`config.mk`:
```
export PLATFORM = sky130hd
export DESIGN_NAME = mru_client_key_directory_core
export DESIGN_NICKNAME = d
export VERILOG_FILES = /design/src/mkd_pkg.sv /design/src/mkd_ctrl.sv /design/src/mkd_datapath.sv /design/src/mru_client_key_directory_core.sv
export VERILOG_INCLUDE_DIRS = /design/src /design/src/src
export SDC_FILE = /design/constraint.sdc
export NUM_CORES = 2
export LEC_CHECK = 0
export BUFFER_PORTS_ARGS = -buffer_cell sky130_fd_sc_hd__buf_2
export CORE_MARGIN = 2
export CORE_UTILIZATION = 49
export DETAILED_ROUTE_END_ITERATION = 16
export PLACE_DENSITY = 0.65
export REMOVE_ABC_BUFFERS = 1
export SLEW_MARGIN = 10
export SYNTH_ARGS = -nofsm -noshare
export SYNTH_HDL_FRONTEND = slang
export SYNTH_HIERARCHICAL = 1
export SYNTH_SLANG_ARGS = --single-unit
```
`constraint.sdc`:
```
create_clock -name clk -period 10.1 [get_ports clk]
set_input_delay 0.505 -clock clk [delete_from_list [all_inputs] [get_ports clk]]
set_output_delay 0.505 -clock clk [all_outputs]
set_load 0.1 [all_outputs]
```
`src/assert_macros.svh`:
```
// Assertion helpers shared by the RTL.
`ifndef ASSERT_MACROS_SVH
`define ASSERT_MACROS_SVH

`ifndef SYNTHESIS

`define ASSERT_SAME(label, clk, rst, ante, cons) \
  label: assert property (@(posedge clk) disable iff (rst) (ante) |-> (cons)) \
    else $error("assertion failed: same-cycle implication");

`define ASSERT_NEXT(label, clk, rst, ante, cons) \
  label: assert property (@(posedge clk) disable iff (rst) (ante) |=> (cons)) \
    else $error("assertion failed: next-cycle implication");

`else

`define ASSERT_SAME(label, clk, rst, ante, cons)
`define ASSERT_NEXT(label, clk, rst, ante, cons)

`endif

`endif

```
`src/mkd_pkg.sv`:
```
`timescale 1ns / 1ps
`default_nettype none

package mkd_pkg;

  localparam int LIST_DEPTH = 16;
  localparam int VAR_COUNT  = 8;

  localparam int KEY_W   = 64;
  localparam int VAR_W   = 3;
  localparam int STAT_W  = 3;
  localparam int HPOS_W  = 4;
  localparam int ECNT_W  = 5;
  localparam int CAP_W   = 5;
  localparam int ALLOW_W = 8;
  localparam int CFG_IDX_W  = 1;
  localparam int CFG_DATA_W = 8;

  localparam int POS_W = (LIST_DEPTH > 1) ? $clog2(LIST_DEPTH) : 1;
  localparam int CNT_W = $clog2(LIST_DEPTH + 1);

  localparam logic [CAP_W-1:0]   CAP_RESET   = CAP_W'(16);
  localparam logic [ALLOW_W-1:0] ALLOW_RESET = '0;

  typedef enum logic [CFG_IDX_W-1:0] {
    CFG_CAPACITY     = 1'b0,
    CFG_ALLOWED_VARS = 1'b1
  } cfg_idx_t;

  typedef enum logic [STAT_W-1:0] {
    ST_REJECTED = 3'd0,
    ST_HIT      = 3'd1,
    ST_GET_MISS = 3'd2,
    ST_INSERTED = 3'd3,
    ST_EVICTED  = 3'd4
  } status_t;

  localparam logic CMD_GET = 1'b0;
  localparam logic CMD_PUT = 1'b1;

  typedef struct packed {
    logic             command;
    logic [KEY_W-1:0] client_key;
    logic [VAR_W-1:0] var_index;
  } mkd_req_t;

  typedef struct packed {
    logic [STAT_W-1:0] status;
    logic [HPOS_W-1:0] hit_position;
    logic [KEY_W-1:0]  evicted_key;
    logic [ECNT_W-1:0] entry_count;
  } mkd_rsp_t;

  typedef struct packed {
    logic load;
    logic update;
  } mkd_cmd_t;

endpackage

`default_nettype wire

```
`src/mkd_ctrl.sv`:
```
`timescale 1ns / 1ps
`default_nettype none

`include "assert_macros.svh"

module mkd_ctrl (
  input  wire              clk,
  input  wire              rst,
  input  wire              start,
  output logic             busy,
  output logic             done,
  output mkd_pkg::mkd_cmd_t cmd
);
  import mkd_pkg::*;

  typedef enum logic [1:0] {
    S_IDLE   = 2'b01,
    S_UPDATE = 2'b10
  } state_t;

  state_t state, state_next;

  always_comb begin
    state_next = state;
    cmd        = '0;
    unique case (state)
      S_IDLE: begin
        if (start) begin
          cmd.load   = 1'b1;
          state_next = S_UPDATE;
        end
      end
      S_UPDATE: begin
        cmd.update = 1'b1;
        state_next = S_IDLE;
      end
      default: state_next = S_IDLE;
    endcase
  end

  assign busy = (state == S_UPDATE);

  always_ff @(posedge clk) begin
    if (rst) begin
      state <= S_IDLE;
      done  <= 1'b0;
    end else begin
      state <= state_next;
      done  <= cmd.update;
    end
  end

  `ASSERT_NEXT(a_load_busy, clk, rst, start && !busy, busy)
  `ASSERT_NEXT(a_busy_once, clk, rst, busy, !busy)
  `ASSERT_NEXT(a_busy_done, clk, rst, busy, done)
  `ASSERT_SAME(a_done_idle, clk, rst, done, !busy)

endmodule

`default_nettype wire

```
`src/mkd_datapath.sv`:
```
`timescale 1ns / 1ps
`default_nettype none

`include "assert_macros.svh"

module mkd_datapath (
  input  wire                               clk,
  input  wire                               rst,
  input  mkd_pkg::mkd_cmd_t                 cmd,
  input  mkd_pkg::mkd_req_t                 req,
  output mkd_pkg::mkd_rsp_t                 rsp,
  input  wire                               cfg_valid,
  output logic                              cfg_ready,
  input  wire [mkd_pkg::CFG_IDX_W-1:0]      cfg_index,
  input  wire [mkd_pkg::CFG_DATA_W-1:0]     cfg_data
);
  import mkd_pkg::*;

  logic [KEY_W-1:0]   key_list [LIST_DEPTH];
  logic [CNT_W-1:0]   key_count, key_count_next;
  logic [CAP_W-1:0]   capacity;
  logic [ALLOW_W-1:0] allowed_vars;

  logic               req_cmd;
  logic [KEY_W-1:0]   req_key;
  logic               req_ok;
  logic               req_hit;
  logic [POS_W-1:0]   req_pos;

  logic [LIST_DEPTH-1:0] match;
  logic                  match_any;
  logic [POS_W-1:0]      match_pos;
  logic                  var_ok;

  logic [CNT_W-1:0]  cap_eff;
  logic [CNT_W-1:0]  shift_n;
  logic              do_push;
  logic              full;
  logic [STAT_W-1:0] status_next;
  logic [KEY_W-1:0]  evict_next;

  assign cfg_ready = 1'b1;

  always_ff @(posedge clk) begin
    if (rst) begin
      capacity     <= CAP_RESET;
      allowed_vars <= ALLOW_RESET;
    end else if (cfg_valid && cfg_ready) begin
      unique case (cfg_idx_t'(cfg_index))
        CFG_CAPACITY:     capacity     <= cfg_data[CAP_W-1:0];
        CFG_ALLOWED_VARS: allowed_vars <= cfg_data[ALLOW_W-1:0];
        default: ;
      endcase
    end
  end

  // parallel compare, first match wins
  always_comb begin
    for (int i = 0; i < LIST_DEPTH; i++) begin
      match[i] = (CNT_W'(i) < key_count) && (key_list[i] == req.client_key);
    end
    match_any = |match;
    match_pos = '0;
    for (int i = LIST_DEPTH - 1; i >= 0; i--) begin
      if (match[i]) match_pos = POS_W'(i);
    end
  end

  assign var_ok = (32'(req.var_index) < VAR_COUNT) && allowed_vars[req.var_index];

  always_ff @(posedge clk) begin
    if (cmd.load) begin
      req_cmd <= req.command;
      req_key <= req.client_key;
      req_ok  <= var_ok;
      req_hit <= match_any;
      req_pos <= match_pos;
    end
  end

  always_comb begin
    if (32'(capacity) < 1) begin
      cap_eff = CNT_W'(1);
    end else if (32'(capacity) > LIST_DEPTH) begin
      cap_eff = CNT_W'(LIST_DEPTH);
    end else begin
      cap_eff = CNT_W'(capacity);
    end
    full           = (key_count >= cap_eff);
    evict_next     = '0;
    shift_n        = '0;
    do_push        = 1'b0;
    key_count_next = key_count;
    status_next    = ST_REJECTED;
    priority if (!req_ok) begin
      status_next = ST_REJECTED;
    end else if (req_hit) begin
      status_next = ST_HIT;
      do_push     = 1'b1;
      shift_n     = CNT_W'(req_pos);
    end else if (req_cmd == CMD_GET) begin
      status_next = ST_GET_MISS;
    end else if (full) begin
      status_next    = ST_EVICTED;
      do_push        = 1'b1;
      evict_next     = key_list[POS_W'(cap_eff - CNT_W'(1))];
      shift_n        = cap_eff - CNT_W'(1);
      key_count_next = cap_eff;
    end else begin
      status_next    = ST_INSERTED;
      do_push        = 1'b1;
      shift_n        = key_count;
      key_count_next = key_count + CNT_W'(1);
    end
  end

  always_ff @(posedge clk) begin
    if (cmd.update && do_push) begin
      for (int i = 1; i < LIST_DEPTH; i++) begin
        if (CNT_W'(i) <= shift_n) key_list[i] <= key_list[i-1];
      end
      key_list[0] <= req_key;
    end
  end

  always_ff @(posedge clk) begin
    if (rst) begin
      key_count <= '0;
    end else if (cmd.update) begin
      key_count <= key_count_next;
    end
  end

  always_ff @(posedge clk) begin
    if (cmd.update) begin
      rsp.status       <= status_next;
      rsp.hit_position <= (status_next == ST_HIT) ? HPOS_W'(req_pos) : '0;
      rsp.evicted_key  <= evict_next;
      rsp.entry_count  <= ECNT_W'(key_count_next);
    end
  end

  `ASSERT_SAME(a_count_max, clk, rst, 1'b1, 32'(key_count) <= LIST_DEPTH)
  `ASSERT_NEXT(a_reject_keeps, clk, rst, cmd.update && !req_ok,
               key_count == $past(key_count))
  `ASSERT_NEXT(a_hit_keeps, clk, rst, cmd.update && req_ok && req_hit,
               key_count == $past(key_count))
  `ASSERT_SAME(a_evict_full, clk, rst, cmd.update && status_next == ST_EVICTED,
               key_count_next == cap_eff)

endmodule

`default_nettype wire

```
`src/mru_client_key_directory_core.sv`:
```
`timescale 1ns / 1ps
`default_nettype none

// MRU client key directory. A request is taken when start is high and busy is
// low; its key is compared against every held entry in that same cycle, and
// the list is reordered in the next cycle (busy high for that one cycle). The
// result shows on rsp with done high for exactly one cycle, the cycle after
// busy; it cannot be held off, so the receiver must take it then. A new
// request may start in that same cycle. Each request has a compare cycle and
// a list update; no start is taken while busy. Configuration (cfg_ready is
// always high) should be written only while no request is in flight.
module mru_client_key_directory_core (
  input  wire                           clk,
  input  wire                           rst,
  input  wire                           start,
  output logic                          busy,
  input  mkd_pkg::mkd_req_t             req,
  output logic                          done,
  output mkd_pkg::mkd_rsp_t             rsp,
  input  wire                           cfg_valid,
  output logic                          cfg_ready,
  input  wire [mkd_pkg::CFG_IDX_W-1:0]  cfg_index,
  input  wire [mkd_pkg::CFG_DATA_W-1:0] cfg_data
);
  import mkd_pkg::*;

  mkd_cmd_t cmd;

  mkd_ctrl u_ctrl (
    .clk   (clk),
    .rst   (rst),
    .start (start),
    .busy  (busy),
    .done  (done),
    .cmd   (cmd)
  );

  mkd_datapath u_datapath (
    .clk       (clk),
    .rst       (rst),
    .cmd       (cmd),
    .req       (req),
    .rsp       (rsp),
    .cfg_valid (cfg_valid),
    .cfg_ready (cfg_ready),
    .cfg_index (cfg_index),
    .cfg_data  (cfg_data)
  );

endmodule

`default_nettype wire
```
==> flow_metrics.py <==
metrics = {
    "clocking": {
        "max-clock-path-buffers": 3,
        "numCtsBuffers": 131,
        "post_cts_buffers": 0,
        "post_cts_resized": 0,
        "path_clk_slew_ps": 60,
        "clk_latency_ps": 770,
        "htreeDepth": 4,
        "tritoncts": "done",
        "cts_root_buf": "clkbuf_16",
        "clkSinkCount": 1192,
    },
    "synthesis": {
        "avgSynthCellArea_um2": 16.5,
        "yosys-top-cells-count": "edfxtp_1, xnor2_1, xor2_1, mux4_2, nand4_1",
        "synthFlopType": "edfxtp_1",
        "ys_ff_latch": 1192,
        "yosysTopAreaCell": "edfxtp_1",
        "synth_most_common_cell": "edfxtp_1",
        "async_flop_share_pct": 0,
        "yosysWarnings": 6,
        "postSynthCellCount": 3444,
        "yosys-top-cells-area": "edfxtp_1, mux4_2, xnor2_1",
        "yosysTopAreaCellShare_pct": 61.8,
        "ys_types": 56,
        "synth_edf_count": 1171,
        "yosysSeqAreaShare_pct": 62.6,
        "syn-cell-area_mm2": 0.0569,
    },
    "sta": {
        "grt_setup_unrepaired": "no",
        "hold_violations": 0,
        "setup_violations": 0,
        "period_needed_ps": 6400,
        "fmax_ghz": 0.156,
        "finalCritPeriodShare_pct": 63.4,
        "worstMarginPinSlew_ps": 1580,
        "max_slew_margin_pct": -5.77,
        "finalSetupTns_ps": 0,
        "skew_ps": 25.2,
        "final_max_slew_viol_count": 2,
    },
    "setup_path": {
        "r2r-start": "u_datapath/capacity[3]",
        "crit_required_ps": 10540,
        "worstSetupEndpointType": "flip-flop",
        "cp_max_fo": 45,
        "worstSetupPathType": "reg2reg",
        "r2r_cells": 17,
        "critPathLaunch": "u_datapath/capacity[3]",
        "cp-start-kind": "flip-flop",
        "crit_arrival_ps": 6840,
    },
    "global_route": {
        "met2_usage_pct": 63.7,
        "grt_pass1_wl_mm": 350,
        "use_met1_pct": 61.7,
        "antenna_found_initial": 37,
        "grt_max_degree": 98,
        "met3_usage_pct": 17.0,
        "grt_pass1_vias": 34500,
        "top_usage_layer": "met2",
        "grt_util_all_layers_pct": 46.3,
        "grt-ovfl-total": 0,
    },
    "placement": {
        "port_buffers": 158,
        "hpwl_mm": 212,
        "placed_area_mm2": 0.0594,
        "globalplace.congestion": 1.11,
        "dp_cells": 4970,
    },
    "pwr": {
        "ir_worst_vdd_v": 0.000159,
        "power_leakage_nw": 20.7,
        "power_w": 0.0112,
        "powerDensity_mw_per_mm2": 176,
    },
    "drt": {
        "drt_first_pass_iters": 8,
        "route.detailed.drc": 0,
        "totalWireLength_mm": 274,
        "first_iter_violations": 7308,
        "route.detailed.wl_per_inst_um": 52.3,
        "ant_nets": 0,
        "num_vias": 37400,
        "vias_per_cell": 7.15,
    },
    "die": {
        "rows": 124,
        "start_util_pct": 49.6,
        "die_area_mm2": 0.119,
        "die_h_um": 345,
        "dieWidth_um": 345,
        "ios": 160,
        "fp.coreArea_mm2": 0.115,
    },
    "worst_hold_path": {
        "min_path_cells": 3,
        "hold_path_startpoint": "cfg_data[1]",
        "min_path_type": "in2reg",
    },
    "final_layout": {
        "drive_gt1_share_pct": 21.5,
        "nets": 3686,
        "syn2layout_area_growth_pct": 12.0,
        "fin_area_mm2": 0.0637,
        "final_cells": 5228,
    },
    "flow_run": {
        "cap_violations": 1,
    },
    "outcome": {
        "status": "finished with violations",
        "violations": "max-capacitance violations, max-slew violations",
    },
}
## flip-flops by register name, indices dropped and copies added (netlist names)
signal,cells
u_datapath/key_count,5
u_datapath/req_ok,1
u_datapath/allowed_vars,8
u_datapath/key_list,1024
u_ctrl/state,2
u_datapath/req_key,64
u_datapath/req_hit,1
u_datapath/req_pos,4
u_datapath/rsp,76
u_ctrl/done,1
u_datapath/req_cmd,1
u_datapath/capacity,5
## per-stage QoR
step                setup slack [ps]  util, %  hold slack, ps
finish                          3700     55.5            39.7
global route                    3400     55.5            30.9
CTS                             3780     55.5            13.2
detailed placement              3810     51.8             405
global placement                3800     51.8             400
floorplan                     -11810        -             400
## layout make-up
class,count,area (um^2)
multi-input combinational,1974,20300
fill,9155,51000
sequential,1192,35600
clock buffer,161,3510
inverter,51,201
antenna,19,47.5
clock inverter,71,644
timing repair buffer,248,1510
tap,1512,1890
## worst max-delay path: stages (launching register included)
cell      delay, ps
dfxtp_1         480
nor3_2           60
nor2_1          180
nor2_4           90
ha_1            280
nand2b_1         90
a21o_1          110
a21oi_1         120
o21ai_4         180
buf_4           480
buf_4           630
o211ai_1        180
o211ai_1        440
nor2b_1         570
nand2b_1        640
clkinv_2        570
buf_4           470
buf_4           390
## worst paths after layout
kind                                              endpoint  slack, ps
worst max-delay path             u_datapath/key_list[8][2]       3700
worst min-delay path            u_datapath/allowed_vars[1]         40
worst max register to register   u_datapath/key_list[8][2]       3700
worst min register to register  u_datapath/key_list[0][26]        410
## timing repair
item	CTS	global route
setup endpoints to repair	0	0
hold buffers	7	0
endpoints found under the hold margin	8	0
## cell families after synthesis
group,count (synthesis),share of synthesized area [%]
adder cells (fa/ha/maj),7,0.154
flip-flops,1192,62.6
AND/OR/NAND/NOR,529,5.49
XOR/XNOR,976,15.0
multiplexers,334,13.0
buffers and inverters,278,2.30
other,1,0.00659
AO/OA/AOI/OAI,127,1.49
## routing by layer
| layer | up-vias | routed length [um] |
|---|---|---|
| li1 | 13700 | - |
| met1 | 19500 | 99600 |
| met2 | 3478 | 113000 |
| met3 | 690 | 39000 |
| met4 | 26 | 21400 |
| met5 | - | 207 |
## report_power, final
group / switching, W / total (W) / internal, W
clock network: 0.00209 / 0.00480 / 0.00270
registers: 0.0000145 / 0.00541 / 0.00539
logic: 0.000691 / 0.000972 / 0.000280
total: 0.00280 / 0.0112 / 0.00838
## cell usage in the layout (no fill, tap or decap), types with 22 or more instances in the layout
cell / Yosys / layout
edfxtp_1: 1171 / 1171
xnor2_1: 512 / 510
xor2_1: 464 / 463
mux4_2: 322 / 322
buf_2: 140 / 158
nand4_1: 152 / 152
clkbuf_16: 0 / 136
nor4_1: 142 / 129
buf_4: 14 / 81
and3_1: 70 / 70
inv_1: 49 / 47
nand2_1: 33 / 33
nand3_1: 29 / 29
clkinv_1: 0 / 28
nor2_1: 31 / 28
a21oi_1: 40 / 27
clkbuf_1: 60 / 24
nand2b_1: 24 / 24
clkinv_2: 0 / 22
nor3_1: 24 / 22
Note: power is estimated with default switching activity, not from simulation.
